## config.mk

```make
export PLATFORM = sky130hd
export DESIGN_NAME = atpd_div_cell
export DESIGN_NICKNAME = d
export VERILOG_FILES = /design/src/atpd_pkg.sv /design/src/atpd_div_cell.sv
export SDC_FILE = /design/constraint.sdc
export NUM_CORES = 1
export LEC_CHECK = 0
export BUFFER_PORTS_ARGS = -buffer_cell sky130_fd_sc_hd__buf_2
export CELL_PAD_IN_SITES_DETAIL_PLACEMENT = 1
export CELL_PAD_IN_SITES_GLOBAL_PLACEMENT = 2
export CORE_UTILIZATION = 27
export DETAILED_ROUTE_END_ITERATION = 8
export PLACE_DENSITY = 0.8
export SETUP_SLACK_MARGIN = 0.15
export SYNTH_ARGS = -nofsm -noshare
export SYNTH_HDL_FRONTEND = slang
export SYNTH_SLANG_ARGS = --single-unit
```

## constraint.sdc

```tcl
create_clock -name i_clk -period 2.2 [get_ports i_clk]
set_input_delay 0.11 -clock i_clk [delete_from_list [all_inputs] [get_ports i_clk]]
set_output_delay 0.11 -clock i_clk [all_outputs]
set_load 0.03 [all_outputs]
```

## src/atpd_pkg.sv

```systemverilog
// Shared types and constants for the atan2 degrees block.
package atpd_pkg;

    localparam int R_W    = 17;
    localparam int OUT_W  = 16;
    localparam int A_W    = 38;
    localparam int PP_W   = 36;
    localparam int M_W    = 56;
    localparam int MR_W   = 24;
    localparam int SPLIT  = 19;
    localparam logic [17:0] K383_Q16 = 18'd251003;

    typedef struct packed {
        logic             special;
        logic [OUT_W-1:0] spec;
        logic             steep;
        logic             pos;
        logic             xneg;
    } t_side;

endpackage

```

## src/atpd_div_cell.sv

```systemverilog
// One restoring-division cell: doubles the remainder and emits one quotient bit.
module atpd_div_cell #(
    parameter int W = 16
) (
    input  logic                     i_clk,
    input  logic                     i_rst_n,
    input  logic                     i_en,
    input  logic                     i_valid,
    input  logic [W:0]               i_rem,
    input  logic [W:0]               i_d,
    input  logic [atpd_pkg::R_W-1:0] i_q,
    input  atpd_pkg::t_side          i_side,
    output logic                     o_valid,
    output logic [W:0]               o_rem,
    output logic [W:0]               o_d,
    output logic [atpd_pkg::R_W-1:0] o_q,
    output atpd_pkg::t_side          o_side
);
    import atpd_pkg::*;

    logic [W+1:0] t;
    logic [W+1:0] diff;
    logic         ge;

    assign t    = {i_rem, 1'b0};
    assign diff = t - {1'b0, i_d};
    assign ge   = t >= {1'b0, i_d};

    always_ff @(posedge i_clk) begin
        if (!i_rst_n) begin
            o_valid <= 1'b0;
        end else if (i_en) begin
            o_valid <= i_valid;
        end
    end

    always_ff @(posedge i_clk) begin
        if (i_en) begin
            o_rem  <= ge ? diff[W:0] : t[W:0];
            o_d    <= i_d;
            o_q    <= {i_q[R_W-2:0], ge};
            o_side <= i_side;
        end
    end

endmodule

```

==> impl_metrics.json <==
{
  "via_per_inst": 4.47,
  "synth_area_sq_um": 3300,
  "ant_nets": 0,
  "cts-htree-levels": 3,
  "p_leak_nw": 2.43,
  "maxCapViolations": 0,
  "drive_gt1_share_pct": 47.3,
  "crit_type": "input port to register",
  "slowest_stage": "fa_2",
  "antenna_found_initial": 0,
  "holdPathEnd": "o_valid",
  "netlist_top_cells_area": "edfxtp_1 (65%), ha_1 (6.4%), inv_1 (2.5%)",
  "r2r_slack_ps": 1600,
  "drc": 0,
  "place.gp.congestion": 0.842,
  "rr_worst_depth": 2,
  "setup_slack_ps": 131,
  "slew-limit-headroom_pct": 63.1,
  "hold_ws_ps": 22.2,
  "clk_latency_ps": 320,
  "arrival_ps": 2140,
  "num_vias": 2726,
  "min_path_type": "input port to register",
  "pre_cts_ws_ps": -294,
  "coreArea_sq_um": 12000,
  "end_kind": "register",
  "drt_iter0_drc": 113,
  "outcome": "finished clean",
  "period_needed_ps": 2070,
  "final_max_slew_viol_count": 0,
  "hold_path_depth": 2,
  "synth_top_area_cell": "edfxtp_1",
  "fin_cells": 610,
  "placed_cell_area_sq_um": 4480,
  "synthFlopType": "edfxtp_1",
  "nets": 552,
  "clock_sinks": 72,
  "ys_seq_elements": 72,
  "rsz0062_at_grt": "yes",
  "grt_use_total_pct": 15.2,
  "tightest_slew_ps": 554,
  "crit_path_max_incr_delay_ps": 370,
  "totalNegativeSetupSlack_ps": 0,
  "numCtsBuffers": 9,
  "power_mw": 4.18,
  "grt_pass1_wl_mm": 14.5,
  "power_density_nw_per_um2": 779,
  "synth-edff-count": 71,
  "worstHoldStart": "i_rst_n",
  "synth_top_area_share_pct": 64.5,
  "period_share_pct": 94.0,
  "start_kind": "input port",
  "regToRegEndpoint": "o_valid",
  "area_growth_syn_to_layout_pct": 62.5,
  "die-area_sq_um": 12700,
  "antenna-diode-count": 0,
  "post-route-util_pct": 44.9,
  "dr.pass1.iters": 4,
  "syn_area_per_cell_sq_um": 14.9,
  "grt_pass1_vias": 2922,
  "root_buffer": "clkbuf_16",
  "place_inst": 541,
  "cts_buffer_depth": 2,
  "r2r_start": "o_valid",
  "synth_cell_type_count": 45,
  "io_buffers": 145,
  "met2WireLength_mm": 4.89,
  "die-height_microns": 113,
  "place_hpwl_mm": 6.59,
  "wl_per_cell_microns": 15.6,
  "rows": 40,
  "drt-total-wl_mm": 9.50,
  "finalInstanceArea_sq_um": 5370,
  "synthCells": 222,
  "required_ps": 2270,
  "highest_layer": "met4",
  "crit_fanout": 5,
  "setup_viol": 0,
  "cts_tree": "done",
  "ys_warn_count": 0,
  "io_pins": 147,
  "routedLengthMet1_mm": 3.98,
  "start_util_pct": 27.6,
  "hold_violations": 0,
  "path_clk_slew_ps": 60,
  "die_w_microns": 113,
  "path_cells": "buf_8, inv_4, fa_2, and2b_1, o2111ai_2, a32oi_2, a221oi_4, o21ai_4, clkbuf_16, mux2_4",
  "async_flop_share_pct": 0,
  "seq_area_frac_synth_pct": 65.2,
  "grt_max_degree": 40,
  "syn-num-nets": 315,
  "fmax_ghz": 0.483,
  "gr-total-overflow": 0,
  "vdd_drop_max_mv": 0.373,
  "dr_wl_met3_microns": 476,
  "skew_ps": 0
}
## metal layers
metal	up-vias	global-route usage [%]
li1	1316	-
met1	1304	17.0
met2	95	28.4
met3	11	2.92
met4	0	5.69
met5	-	0
## power by group
group          total (mW)  leakage [nW]  switching [mW]  internal (mW)
Clock                1.41         0.141           0.547          0.867
Sequential           1.70         0.703          0.0347           1.67
Combinational        1.07          1.58           0.604          0.463
Total                4.18          2.43            1.19           3.00
## how the worst max path moves through the flow
| stage | startpoint | endpoint | depth (start not counted) |
|---|---|---|---|
| global route | i_rem[0] | o_rem[9] | 10 |
| floorplan | i_d[1] | o_rem[10] | 8 |
| global placement | i_d[1] | o_rem[16] | 9 |
| CTS | i_d[1] | o_rem[7] | 9 |
| finish | i_rem[0] | o_rem[10] | 10 |
| detailed placement | i_d[1] | o_rem[16] | 9 |
## synth_stat cells (2+ instances only)
master / count
a211o_1: 2
a21o_1: 7
a21oi_1: 11
edfxtp_1: 71
ha_1: 17
inv_1: 22
mux2_2: 7
mux2_4: 5
mux2i_1: 3
nand2_1: 10
nand2b_1: 4
nand3_1: 2
nor2_1: 9
nor3_1: 2
o211ai_1: 3
o21a_1: 4
o21ai_0: 6
xnor2_1: 4
xor2_1: 7
## what timing repair did
action                                  4_1_cts  5_1_grt
buffers inserted                              1        3
hold buffers                                 49        0
endpoints found under the hold margin        49        0
gates resized for setup                       2       13
gates cloned                                  0        1
pin swaps                                     2        6
endpoints found under the setup margin       12       14
## registers in the layout, summed over array words and instances, names as in the netlist
signal,cells
o_d,17
o_q,17
o_rem,17
o_side,20
o_valid,1
## layout make-up
cell class / instances / area, sq um
fill: 1269 / 6600
sequential: 72 / 2150
timing repair buffer: 227 / 1530
multi-input combinational: 127 / 1130
clock buffer: 9 / 225
tap: 147 / 184
inverter: 22 / 85.1
clock inverter: 6 / 60.1
## critical path, delay by kind of cell
family                     cells  cell delay, ps
adders and majority gates      1             370
AOI/OAI and AO/OA              4             830
and+or+nand+nor                1             230
muxes                          1             290
buffers and inverters          3             310
## cell usage in the layout, fill, tap and decap left out, types with 3 or more instances in the layout
master	netlist	final
a21o_1	7	7
a21oi_1	11	10
buf_2	0	143
buf_4	0	29
clkbuf_16	0	10
dlygate4sd3_1	0	49
edfxtp_1	71	71
ha_1	17	14
ha_4	0	3
inv_1	22	20
mux2_4	5	12
mux2i_1	3	3
nand2_1	10	10
nand2b_1	4	4
nor2_1	9	9
o211ai_1	3	3
o21a_1	4	4
o21ai_0	6	5
xnor2_1	4	4
xor2_1	7	7
## cell families (layout without fill, tap and decap cells)
logic type	after synthesis	in the layout	synth area share [%]
AO/OA/AOI/OAI	48	48	11.3
XOR/XNOR	11	11	2.92
adder cells (fa/ha/maj)	18	18	7.05
buffers and inverters	23	264	2.84
flip-flops	72	72	65.2
multiplexers	15	15	5.57
AND/OR/NAND/NOR	35	35	5.19
No activity file was read; power rests on OpenSTA's default activity.
