### src/atpd_pkg.sv
// Shared types and constants for the atan2 degrees block.
package atpd_pkg;

    localparam int R_W    = 17;
    localparam int OUT_W  = 16;
    localparam int A_W    = 38;
    localparam int PP_W   = 36;
    localparam int M_W    = 56;
    localparam int MR_W   = 24;
    localparam int SPLIT  = 19;
    localparam logic [17:0] K383_Q16 = 18'd251003;

    typedef struct packed {
        logic             special;
        logic [OUT_W-1:0] spec;
        logic             steep;
        logic             pos;
        logic             xneg;
    } t_side;

endpackage

### src/atpd_poly.sv
// Pipelined polynomial, octant fold, rounding, sign and special-case select for the angle.
module atpd_poly #(
    parameter int ANGLE_FRAC_BITS = 7
) (
    input  logic                       i_clk,
    input  logic                       i_rst_n,
    input  logic                       i_en,
    input  logic                       i_valid,
    input  logic [atpd_pkg::R_W-1:0]   i_r,
    input  atpd_pkg::t_side            i_side,
    output logic                       o_valid,
    output logic [atpd_pkg::OUT_W-1:0] o_angle
);
    import atpd_pkg::*;

    localparam logic signed [31:0] D180 = 32'sd180 <<< ANGLE_FRAC_BITS;

    logic [5:1]     r_v;
    t_side          r_side [1:5];
    logic [R_W-1:0] r_r1, r_r2, r_r3;
    logic [A_W-1:0] r_a;
    logic [R_W-1:0] r_u;
    logic [PP_W-1:0] r_pa0, r_pa1, r_pb0, r_pb1;
    logic [A_W-1:0] r_b32;
    logic [M_W-1:0] r_m;

    logic [34:0]    kr;
    logic [M_W-1:0] b;
    logic [M_W-1:0] p;
    logic [MR_W-1:0] mr;
    logic signed [31:0] s;

    assign kr = K383_Q16 * i_r;
    assign b  = (M_W'(45) << 48) + M_W'(r_pa0) + (M_W'(r_pa1) << SPLIT);
    assign p  = M_W'(r_pb0) + (M_W'(r_pb1) << SPLIT);
    assign mr = MR_W'((r_m + (M_W'(1) << (47 - ANGLE_FRAC_BITS))) >> (48 - ANGLE_FRAC_BITS));

    always_comb begin
        s = $signed(32'(mr));
        if (!r_side[5].pos) begin
            s = -s;
        end
        if (r_side[5].xneg && s > 0) begin
            s = s - D180;
        end else if (r_side[5].xneg && s < 0) begin
            s = s + D180;
        end
    end

    always_ff @(posedge i_clk) begin
        if (!i_rst_n) begin
            r_v     <= '0;
            o_valid <= 1'b0;
        end else if (i_en) begin
            r_v     <= {r_v[4:1], i_valid};
            o_valid <= r_v[5];
        end
    end

    always_ff @(posedge i_clk) begin
        if (i_en) begin
            r_side[1] <= i_side;
            r_side[2] <= r_side[1];
            r_side[3] <= r_side[2];
            r_side[4] <= r_side[3];
            r_side[5] <= r_side[4];
            // a = 14 + 3.83 r in Q32, u = 1 - r
            r_a   <= (A_W'(14) << 32) + A_W'(kr);
            r_u   <= 17'h10000 - i_r;
            r_r1  <= i_r;
            r_pa0 <= PP_W'(r_u * r_a[SPLIT-1:0]);
            r_pa1 <= PP_W'(r_u * r_a[A_W-1:SPLIT]);
            r_r2  <= r_r1;
            r_b32 <= A_W'((b + M_W'(32768)) >> 16);
            r_r3  <= r_r2;
            r_pb0 <= PP_W'(r_r3 * r_b32[SPLIT-1:0]);
            r_pb1 <= PP_W'(r_r3 * r_b32[A_W-1:SPLIT]);
            r_m   <= r_side[4].steep ? (M_W'(90) << 48) - p : p;
            o_angle <= r_side[5].special ? r_side[5].spec : s[OUT_W-1:0];
        end
    end

endmodule

### config.mk
export PLATFORM = sky130hd
export DESIGN_NAME = atpd_poly
export DESIGN_NICKNAME = d
export VERILOG_FILES = /design/src/atpd_pkg.sv /design/src/atpd_poly.sv
export SDC_FILE = /design/constraint.sdc
export NUM_CORES = 2
export LEC_CHECK = 0
export ABC_AREA = 1
export BUFFER_PORTS_ARGS = -buffer_cell sky130_fd_sc_hd__buf_2
export CAP_MARGIN = 20
export CORE_ASPECT_RATIO = 1.5
export CORE_UTILIZATION = 44
export DETAILED_ROUTE_END_ITERATION = 7
export SYNTH_ARGS = -nofsm -noshare
export SYNTH_HDL_FRONTEND = slang
export SYNTH_SLANG_ARGS = --single-unit
### constraint.sdc
create_clock -name i_clk -period 6.15 [get_ports i_clk]
set_input_delay 0.615 -clock i_clk [delete_from_list [all_inputs] [get_ports i_clk]]
set_output_delay 0.615 -clock i_clk [all_outputs]
set_load 0.02 [all_outputs]
==> results.md <==
- The clock arrives with 0.0530 ns of skew.
- The launching point of the worst reg2reg path is r_b32[12]$_DFFE_PP_.
- The TritonCTS clock tree is built.
- Across the run, the number of max-cap violations was 0.
- The met1 track utilization from global routing is 23.3%.
- The largest net degree at the start of global routing is 124.
- The worst hold path startpoint is i_side[14].
- The max-slew violation total from the final report is 0.
- Setup repair after global routing could not meet its margin everywhere.
- The routability congestion estimate is 0.938.
- The worst hold-check path type is in2reg.
- Global routing used 46.8% of the available met2 tracks.
- In this run, synthesis produced a sequential element count of 405.
- In this run the worst path has a maximum fanout of 7.
- Buffers placed on the I/O ports in this run total 57.
- The number of endpoints with negative hold slack in the final report is 0.
- Before antenna repair, the detailed router went through 6 iterations.
- The number of nets produced by synthesis is 9555.
- The highest achievable clock rate is 167 MHz.
- The start-to-end type of the worst setup path is reg2reg.
- The number of unique standard cell types used by synthesis is 53.
- The average wire per cell in the routed design is 17.5 µm.
- The top-level I/O count is 58.
- The overall track demand over capacity in global routing is 23.0%.
- The overall die area is 152000 µm².
- The mapped netlist covers 66100 µm².
- After floorplanning, the core was sized to cover 149000 µm².
- Timing analysis after detailed placement gives a worst setup slack of -0.146 ns.
- The vias after detailed routing is 49474.
- The height of the die is 477 µm.
- The longest clock path from root to sink contains 3 buffers.
- For the finished layout, the period the worst path requires is 6.00 ns.
- STA puts the critical path data arrival time at 6.35 ns.
- For this run, global-route usage on met3 was measured as 1.85%.
- For this design, the CTS-stage hold fixing added 0 buffers.
- The sequential fraction of the synthesis area is 18.3%.
- fa_1 takes more of the synthesized area than any other cell.
- After detailed routing, the number of remaining DRC violations is 0.
- For this run, the share of the core covered by cells in the final layout is 49.2%.
- The cell chosen for the clock root is clkbuf_16.
- STA classifies the critical path startpoint as a flip-flop.
- The synthesized design devotes to its leading area cell type 33.7% of total area.
- The final layout contains 9732 nets.
- After the first detailed-routing iteration, the DRC count stood at 2334.
- The fraction of layout instances using a drive strength above 1 is 7.80%.
- The share of the clock period used by the worst path after layout is 97.5%.
- The total instance count after detailed placement is 9756.
- By instance count, the leading cell after synthesis is inv_1.
- The layer flagged by global routing as most heavily used is met2.
- Detailed placement finished with a half-perimeter wire length of 145 mm.
- For this run the aggregate overflow at the end of global routing stands at 0.
- The relative slew slack is 38.0%.
- The count of H-tree levels built during CTS is 2.
- Compared with the post-synthesis result, the final layout area differs by 10.5%.
- The initial cell density of the core is 44.5%.
- Setup violations remaining at the end of the flow were counted as 0.
- The initial antenna violation count is 3.
- After the flow finishes, the layout carries non-filler instances totaling 9905.
- The flow ran to the end, and the final reports show no timing, DRC or antenna violations.
- The number of inserted filler cells in the final layout is 14211.
- The average via count per standard cell is 4.99.
- The horizontal die dimension is 319 µm.
- The most instantiated flip-flop cell in the synthesis netlist is edfxtp_1.
- Once detail routing completed, the nets flagged for antenna violations numbered 0.
- The number of synthesized flops with an enable pin is 399.
- The worst hold slack after final layout is 0.131 ns.
- The slack of the critical path is 0.154 ns.
- The number of instances in the synthesized netlist is 7764.
- The final wirelength is 173 mm.
- The floorplan row count is 173.
- The data required time at the worst endpoint is 6.51 ns.
- The global-route wire length before repair is 276 mm.
- The clock insertion delay at the later pin of the skew report is 0.66 ns.
- The endpoint kind of the worst setup timing path is a flip-flop.
- Yosys printed 0 warnings.
- The number of sinks on the clock net is 405.
- The launch point of the critical path is r_b32[12]$_DFFE_PP_.
- In the synthesized netlist the async set-or-reset flop fraction comes to 0%.
- The transition time at the pin with the least slew margin is 0.922 ns.
- The CTS buffer count is 47.
- Clock-pin slew was measured on the worst setup and hold paths at 0.06 ns.
- Ranked by instance count, the synthesized netlist is headed by 2144 x inv_1, 1877 x nand2_1, 1113 x fa_1, 637 x ha_1, 399 x edfxtp_1.
- The via count of the first global-routing pass is 53693.
- A synthesized cell averages 8.52 µm².
- Yosys attributes the largest share of cell area to fa_1 34%, edfxtp_1 18%, inv_1 12%.
==> logic make-up (layout without fill, tap and decap cells) <==
kind of cell	after synthesis	after routing	synth area share (%)
buffers and inverters	2443	2658	13.9
adders and majority gates	1750	1750	45.7
other	0	1	0
and+or+nand+nor	2461	2461	15.1
xor gates and xnor gates	227	227	3.01
AOI/OAI and AO/OA	478	478	3.98
DFF	405	405	18.3
==> cell type report <==
type	count	area (µm²)	share of cell area (%)
inverters	2149	8070	11.0
multi-input cells	4916	45200	61.8
clock inverters	37	417	0.570
clock buffers	50	1190	1.62
repair buffers	422	3760	5.15
diodes	1	2.50	0.00342
well taps	1925	2410	3.29
flip-flops and latches	405	12100	16.6
==> what timing repair did <==
action                                  in CTS  in global routing
buffers inserted                             7                 51
pin swaps                                    0                 16
resized for setup                            3                 69
hold endpoints to repair                     0                  0
endpoints found under the setup margin       7                 41
gates cloned                                 0                  3
==> critical path, cell delays in order (launching register included) <==
cell and delay, ns:
edfxtp_1 0.54, buf_4 0.21, nand2_1 0.05, inv_1 0.05, fa_1 0.51, inv_1 0.07
fa_1 0.52, fa_1 0.52, inv_1 0.05, fa_1 0.46, fa_1 0.52, fa_1 0.63
ha_4 0.24, a21oi_1 0.26, o21ai_0 0.14, o21bai_2 0.25, a21o_1 0.24, a21oi_2 0.16
o21ai_0 0.11, xor2_1 0.15
==> metrics by stage <==
step	cell area, µm²	TNS (ns)
2_1_floorplan	66100	0
3_3_place_gp	70600	-0.476
3_5_place_dp	70600	-0.608
4_1_cts	72300	0
5_1_grt	73100	-0.264
6_report	73100	0
==> per-layer routing <==
metal / routed length, µm / share of wire (%)
met1: 60500 / 35
met2: 98700 / 57
met3: 5260 / 3.0
met4: 8590 / 5.0
met5: 0 / 0
==> registers in the layout (all words and copies together), names as in the netlist, 5 cells and up <==
register / count
o_angle: 16
r_a: 36
r_b32: 38
r_m: 16
r_pa0: 21
r_pa1: 35
r_pb0: 36
r_pb1: 36
r_r1: 17
r_r2: 17
r_r3: 17
r_side: 99
r_u: 15
r_v: 5
==> path summary, 6_finish.rpt <==
| kind | endpoint | slack (ns) | cells past startpoint |
|---|---|---|---|
| setup / recovery | r_pb0[31]$_DFFE_PP_ | 0.15 | 19 |
| hold / removal | r_side[0][34]$_DFFE_PP_ | 0.13 | 1 |
| setup reg to reg | r_pb0[31]$_DFFE_PP_ | 0.15 | 19 |
| hold reg to reg | r_r3[1]$_DFFE_PP_ | 0.41 | 0 |
==> cell usage in the layout, fill, tap and decap left out, types with 9 or more instances in the layout <==
master,count
edfxtp_1,399
clkbuf_16,50
fa_1,1112
nor2_2,15
nand3_2,12
ha_1,626
buf_4,304
inv_1,2144
o21ai_0,128
a21oi_2,14
o21bai_1,12
nand3_1,145
nand4_1,33
o21ai_1,11
nand2_2,24
a21oi_1,220
xnor2_1,83
buf_2,56
nor3_1,44
o21a_1,9
a21o_1,10
nand2_1,1872
nand3b_1,11
xor2_1,144
a31oi_1,25
buf_12,51
nor4_1,20
o211ai_1,20
nor2_1,245
Power is left out: the tool's default activity adds up to more than one toggle a clock period on the data nets, which glitch-free logic cannot reach.
