--- config.mk ---
export PLATFORM = sky130hd
export DESIGN_NAME = atpd_front
export DESIGN_NICKNAME = d
export VERILOG_FILES = /design/src/atpd_pkg.sv /design/src/atpd_top_note.sv
export SDC_FILE = /design/constraint.sdc
export NUM_CORES = 1
export LEC_CHECK = 0
export BUFFER_PORTS_ARGS = -buffer_cell sky130_fd_sc_hd__buf_2
export CAP_MARGIN = 20
export CORE_MARGIN = 2
export CORE_UTILIZATION = 40
export DETAILED_ROUTE_END_ITERATION = 16
export PLACE_DENSITY_LB_ADDON = 0.15
export SLEW_MARGIN = 25
export SYNTH_ARGS = -nofsm -noshare
export SYNTH_HDL_FRONTEND = slang
export SYNTH_SLANG_ARGS = --single-unit
--- constraint.sdc ---
create_clock -name vclk -period 5
set_clock_uncertainty 0.15 [all_clocks]
set_input_delay 0.75 -clock vclk [all_inputs]
set_output_delay 0.75 -clock vclk [all_outputs]
set_load 0.1 [all_outputs]
--- src/atpd_pkg.sv ---
// Shared types and constants for the atan2 degrees block.
package atpd_pkg;

    localparam int R_W    = 17;
    localparam int OUT_W  = 16;
    localparam int A_W    = 38;
    localparam int PP_W   = 36;
    localparam int M_W    = 56;
    localparam int MR_W   = 24;
    localparam int SPLIT  = 19;
    localparam logic [17:0] K383_Q16 = 18'd251003;

    typedef struct packed {
        logic             special;
        logic [OUT_W-1:0] spec;
        logic             steep;
        logic             pos;
        logic             xneg;
    } t_side;

endpackage

--- src/atpd_top_note.sv ---
// Sign and magnitude front end: folds an x, y pair into divider operands.
module atpd_front #(
    parameter int W = 16,
    parameter int ANGLE_FRAC_BITS = 7
) (
    input  logic [W-1:0]             i_x,
    input  logic [W-1:0]             i_y,
    output logic [W:0]               o_rem,
    output logic [W:0]               o_d,
    output atpd_pkg::t_side          o_side
);
    import atpd_pkg::*;

    localparam logic [31:0] D90  = 32'd90 << ANGLE_FRAC_BITS;
    localparam logic [31:0] D180 = 32'd180 << ANGLE_FRAC_BITS;
    localparam logic [31:0] N90  = 32'd0 - D90;
    localparam logic [31:0] N180 = 32'd0 - D180;

    logic [W-1:0] ax, ay, lo, hi;
    logic         xz, yz, steep;

    assign ax    = i_x[W-1] ? (~i_x + W'(1)) : i_x;
    assign ay    = i_y[W-1] ? (~i_y + W'(1)) : i_y;
    assign xz    = i_x == '0;
    assign yz    = i_y == '0;
    assign steep = ay > ax;
    assign lo    = steep ? ax : ay;
    assign hi    = steep ? ay : ax;
    assign o_rem = {1'b0, lo};
    assign o_d   = {hi, 1'b0};

    always_comb begin
        o_side.special = xz || yz;
        o_side.steep   = steep;
        o_side.pos     = i_x[W-1] == i_y[W-1];
        o_side.xneg    = i_x[W-1];
        if (xz && yz) begin
            o_side.spec = '0;
        end else if (xz) begin
            o_side.spec = i_y[W-1] ? N90[OUT_W-1:0] : D90[OUT_W-1:0];
        end else if (yz) begin
            o_side.spec = i_x[W-1] ? N180[OUT_W-1:0] : '0;
        end else begin
            o_side.spec = '0;
        end
    end

endmodule

==> results.toml, run 1 <==
[run_status]
status = "complete, but fails checks"
violations = "negative setup slack"

[setup_path]
cpPeakStageDelay_ns = 0.40
crit_slowest_cell = "o31a_2"
startpoint_type = "input pin"
crit_arrival_ns = 4.27
crit_chain = "buf_2, inv_1, ha_1, nor3b_2, nand3b_1, buf_4, o21ai_0, xor2_1, ha_1, nand4_1, nor3_2, a21boi_2, o31a_2, buf_12, buf_16, mux2i_4, buf_12"
cp-end-kind = "primary output"
crit_type = "input pin to primary output"
path_buf_inv = 6
cp_data_required_time_ns = 4.10
path_max_fanout = 8
crit_family = "buffers and inverters"

[die]
fp-row-count = 22
die_area_um2 = 4466
design.core.area_um2 = 3716
die_x_um = 66.83
start_util_pct = 42.49
pin_count = 86
dieHeight_um = 66.83

[timing]
post-route-min-period_ns = 5.173
slew_headroom_pct = 63.38
fin_crit_sh_pct = 103.5
setup_violations = 32
fin_ws_ns = -0.1726
fin_setup_tns_ns = -4.202
fmax_mhz = 193.3
tightest_slew_ns = 0.5454
hold_viol_final = 0
maxSlewViolCount = 0
grt_setup_unrepaired = "yes"

[detailed_routing]
drtPass1Iterations = 5
drt_iter0_markers = 249
wirelength_um = 7683
drc_errors = 0
wl_per_cell_um = 21.52
ant_nets = 0
viasPerCell = 6.084
num_vias = 2172

[global_routing]
grt_max_degree = 21
grtUsageTotal_pct = 27.41
antenna_found_initial = 0
overflow = 0
grt_pass1_vias = 2024
grt_pass1_wl_um = 9611

[yosys]
yosys-top-cells-area = "mux2i_1 (22%), ha_1 (14%), xor2_1 (12%)"
synth_area_um2 = 1579
synth_cell_types = 37
yosysTopAreaCell = "mux2i_1"
syn-mean-instance-area_um2 = 7.555
yosysSeqAreaShare_pct = 0
yosys_warnings = 0
synth_top_area_share_pct = 22.19
synthCells = 209

[clocking]
cts_hold_buf = 0

[finish]
clockBufferCount = 0
layout_common_cells = "buf_2 (41), buf_12 (36), buf_4 (33)"
seq_cells = 0
antenna_cells = 0
final_util_pct = 87.51
drive_gt1_share_pct = 54.37
areaGrowthSynthToFinish_pct = 105.9
final_common_cell = "buf_2"
seqCellArea_um2 = 0
fin_nets = 361

[power]
power_density_nw_per_um2 = 388.0
peakVddDrop_mv = 0.3195
leakagePower_nw = 1.457

[placed_design]
hpwl_um = 4721
pre_cts_slack_ns = -0.03218
port_buffers = 76
routabilityCongestion = 0.8834

[min_path]
hp-class = "input pin to primary output"

[run]
cap_violations = 0
-- layout make-up --
cell class                      instances  area (µm²)
Fill cell                             170       464.2
Timing Repair Buffer                  114        1252
Multi-Input combinational cell        175        1864
Tap cell                               48       60.06
Inverter                               20       75.07
-- kinds of logic (layout without fill, tap and decap cells) --
| group | after synthesis | count (layout) | synth area share, % |
|---|---|---|---|
| xor gates and xnor gates | 27 | 27 | 15.93 |
| adders and majority gates | 18 | 18 | 14.26 |
| other | 1 | 10 | 0.2375 |
| and+or+nand+nor | 52 | 52 | 17.67 |
| AOI/OAI and AO/OA | 33 | 33 | 15.61 |
| buffers and inverters | 43 | 134 | 14.10 |
| muxes | 35 | 35 | 22.19 |
-- cell usage after synthesis (all sizes together) --
master / count
nor2: 8
nor3: 3
nand2: 15
nor2b: 4
or2: 1
o41ai: 4
nor3b: 1
conb: 1
ha: 18
and2: 2
o21a: 2
nor4: 3
or3b: 1
nand3: 4
a21boi: 2
nand4: 4
a21o: 2
nand2b: 1
buf: 19
or4: 3
inv: 20
xnor2: 4
xor2: 23
nand3b: 1
mux2i: 35
or3: 1
a211oi: 1
a21oi: 6
o21ai: 8
clkbuf: 4
o31ai: 7
o31a: 1
-- power by group --
group	switching (mW)	internal, mW
combinational	0.774	0.488
clock	0	0
sequential	0	0
total	0.774	0.488
-- metrics by stage --
| step | hold slack [ns] | cells | instance area (µm²) | power [mW] |
|---|---|---|---|---|
| 2_1_floorplan | 1.562 | 218 | 2021 | 0.8179 |
| 3_3_place_gp | 1.904 | 350 | 3045 | 1.162 |
| 3_5_place_dp | 1.910 | 350 | 3045 | 1.180 |
| 4_1_cts | 1.912 | 352 | 3094 | 1.205 |
| 5_1_grt | 1.937 | 357 | 3252 | 1.289 |
| 6_report | 1.911 | 357 | 3252 | 1.262 |
-- final timing paths --
| check | from | to | slack (ns) | depth (start not counted) |
|---|---|---|---|---|
| worst max-delay path | i_x[0] | o_d[9] | -0.17 | 17 |
| worst min-delay path | i_x[0] | o_d[1] | 1.91 | 5 |
-- layer usage --
metal | share of wire (%) | track usage (%) | routed length, µm
met3 | 9.0 | 1.858 | 690
met2 | 50 | 53.75 | 3838
met1 | 36 | 32.69 | 2790
met4 | 4.7 | 4.082 | 364
met5 | 0 | 0 | 0
-- worst min-delay path: stages --
cell and delay, ns:
buf_2 0.13, inv_1 0.08, buf_4 0.13, mux2i_4 0.07, buf_12 0.16
-- what timing repair did --
item,4_1_cts,5_1_grt
cloned,1,1
pin swaps,2,4
setup buffers,1,4
gates resized for setup,1,18
setup endpoints to repair,19,32
Note: power is estimated with default switching activity, not from simulation.
==> run 2: changes to the inputs <==
--- a/config.mk
+++ b/config.mk
@@ -8,9 +8,10 @@
 export BUFFER_PORTS_ARGS = -buffer_cell sky130_fd_sc_hd__buf_2
 export CAP_MARGIN = 20
 export CORE_MARGIN = 2
-export CORE_UTILIZATION = 40
+export CORE_UTILIZATION = 48
 export DETAILED_ROUTE_END_ITERATION = 16
 export PLACE_DENSITY_LB_ADDON = 0.15
+export REMOVE_ABC_BUFFERS = 1
 export SLEW_MARGIN = 25
 export SYNTH_ARGS = -nofsm -noshare
 export SYNTH_HDL_FRONTEND = slang
==> run 2 against run 1 <==
Synthesized cell count stayed put. The run now fails in global routing. Area after synthesis stayed put.
==> results.toml, run 2 <==
[die]
die_x_um = 61.36
pin_count = 86
start_util_pct = 50.89
dieHeight_um = 61.36
fp-row-count = 20

[yosys]
syn-mean-instance-area_um2 = 7.555
synth_top_area_share_pct = 22.19
synth_area_um2 = 1579
yosys-top-cells-area = "mux2i_1 (22%), ha_1 (14%), xor2_1 (12%)"
yosys-top-cells-count = "mux2i_1 (35), xor2_1 (21), inv_1 (20), ha_1 (18)"
synthCells = 209
yosysTopAreaCell = "mux2i_1"
yosysSeqAreaShare_pct = 0
synth.most_common_cell = "mux2i_1"
synth_cell_types = 37
yosys_warnings = 0

[placed_design]
routabilityCongestion = 0.8453
port_buffers = 76
hpwl_um = 3780

[timing]
crit_endpoint = "o_d[15]"
worst-ep-kind = "top-level output"

[clocking]
cts_hold_buf = 0

[global_routing]
grt_max_degree = 22

[run_status]
status = "stopped before the end"
stop_error = "[ERROR DPL-0038] Utilization greater than 100%, impossible to legalize"
stop_stage = "global routing"
-- run 2: cell counts after synthesis --
No cell type changed its count.
-- run 2: what timing repair did --
item	in CTS
buffers inserted	0
resized for setup	5
setup endpoints to repair	20
-- run 2: logic make-up after synthesis --
family,Yosys count,synth area share (%)
buf+inv,43,14.10
mux,35,22.19
compound gates,33,15.61
other cells,1,0.2375
fa+ha+maj,18,14.26
simple gates,52,17.67
xor+xnor,27,15.93
-- run 2: metrics by stage --
stage / TNS [ns] / worst slack, ns / instance area, µm² / hold slack, ns / instances
2_1_floorplan: -78.87 / -2.396 / 1465 / 1.350 / 195
3_3_place_gp: 0 / 0.04191 / 2477 / 1.851 / 324
3_5_place_dp: -0.3602 / -0.05881 / 2477 / 1.862 / 324
4_1_cts: -0.2784 / -0.03036 / 2496 / 1.862 / 324
==> run 3: changes to the inputs <==
--- a/config.mk
+++ b/config.mk
@@ -8,7 +8,7 @@
 export BUFFER_PORTS_ARGS = -buffer_cell sky130_fd_sc_hd__buf_2
 export CAP_MARGIN = 20
 export CORE_MARGIN = 2
-export CORE_UTILIZATION = 48
+export CORE_UTILIZATION = 35
 export DETAILED_ROUTE_END_ITERATION = 16
 export PLACE_DENSITY_LB_ADDON = 0.15
 export REMOVE_ABC_BUFFERS = 1
==> run 3 against run 2 <==
The run now ends clean.
==> results.toml, run 3 (synthesized netlist as in run 1, its figures left out) <==
[timing]
tightest_slew_ns = 0.5099
setup_violations = 0
fmax_mhz = 206.2
slew_headroom_pct = 65.89
fin_crit_sh_pct = 96.98
hold_viol_final = 0
maxSlewViolCount = 0
post-route-min-period_ns = 4.849
grt_setup_unrepaired = "yes"

[die]
dieHeight_um = 71.17
design.core.area_um2 = 4354
pin_count = 86
die_x_um = 71.17
die_area_um2 = 5064
fp-row-count = 24
start_util_pct = 36.26

[detailed_routing]
drc_errors = 0
wl_per_cell_um = 14.40
wirelength_um = 4983
viasPerCell = 5.078
drtPass1Iterations = 4
drt_iter0_markers = 43
num_vias = 1757
ant_nets = 0

[setup_path]
crit_type = "input pin to primary output"
cp-end-kind = "primary output"
cp_data_required_time_ns = 4.10
path_max_fanout = 8
startpoint_type = "input pin"
crit_arrival_ns = 3.95

[placed_design]
routabilityCongestion = 0.8049
port_buffers = 76
dp_cells = 332
hpwl_um = 3671

[run]
cap_violations = 0

[finish]
final_common_cell = "buf_2"
fin_nets = 346
antenna_cells = 0
seq_cells = 0
layout_common_cells = "buf_2 (41), buf_12 (35), xor2_1 (21)"
areaGrowthSynthToFinish_pct = 89.54
drive_gt1_share_pct = 51.36
seqCellArea_um2 = 0
fin_cells = 346
clockBufferCount = 0
fillers = 340

[global_routing]
grt_pass1_vias = 1633
overflow = 0
grt_max_degree = 21
grtUsageTotal_pct = 16.79
grt_pass1_wl_um = 7279
antenna_found_initial = 0

[power]
power.total_mw = 1.141
peakVddDrop_mv = 0.2731
power_density_nw_per_um2 = 381.2
leakagePower_nw = 1.367

[run_status]
status = "finished clean"

[min_path]
hp-class = "input pin to primary output"
-- run 3: layout make-up --
cell class	count	area, µm²	share of cell area [%]
repair buffers	99	1125	37.58
inverters	20	75.07	2.508
multi-input cells	175	1728	57.73
well taps	52	65.06	2.174
-- run 3: repair_timing --
item,CTS,global route
setup buffers,2,10
pin swaps,2,14
setup endpoints to repair,32,32
gates resized for setup,7,60
hold endpoints to repair,0,0
cloned,0,2
hold buffers,0,0
-- run 3: worst paths after layout --
check	start	to	slack, ns	cells past startpoint
min	i_x[0]	o_rem[0]	1.87	4
max	i_x[1]	o_d[14]	0.15	13
-- run 3: per-layer routing --
metal  vias to the layer above  track usage, %  wire, µm  share of wire, %
met5                         -               0         0                 0
met4                         0               0        12              0.24
met3                         2           1.709       218               4.4
met2                        54           31.38      2660                53
met1                       814           22.03      2092                42
li1                        887               -         -                 -
-- run 3: per-stage QoR --
stage | area [µm²] | setup TNS, ns | worst slack, ns | util (%) | hold slack (ns)
after floorplan | 1465 | -78.87 | -2.396 | - | 1.350
after global routing | 2993 | -0.6108 | -0.05248 | 68.74 | 1.921
after detailed placement | 2500 | -0.5081 | -0.06760 | 57.41 | 1.874
after CTS | 2549 | -0.0004152 | -0.0004152 | 58.53 | 1.874
after global placement | 2500 | 0 | 0.03724 | 57.41 | 1.875
final | 2993 | 0 | 0.1510 | 68.74 | 1.874
-- run 3: worst max-delay path, cell delays in order --
cell       delay, ns
buf_8           0.10
or4_4           0.54
or3b_4          0.44
o31ai_4         0.29
xor2_2          0.11
ha_1            0.32
nand4_1         0.14
nor3_2          0.16
a21boi_2        0.20
o31a_4          0.21
clkbuf_16       0.22
mux2i_4         0.27
buf_12          0.20
-- run 3: power breakdown --
| group | internal, mW | total [mW] | switching, mW |
|---|---|---|---|
| Combinational | 0.427 | 1.14 | 0.714 |
| Clock | 0 | 0 | 0 |
| Sequential | 0 | 0 | 0 |
| Total | 0.427 | 1.14 | 0.714 |
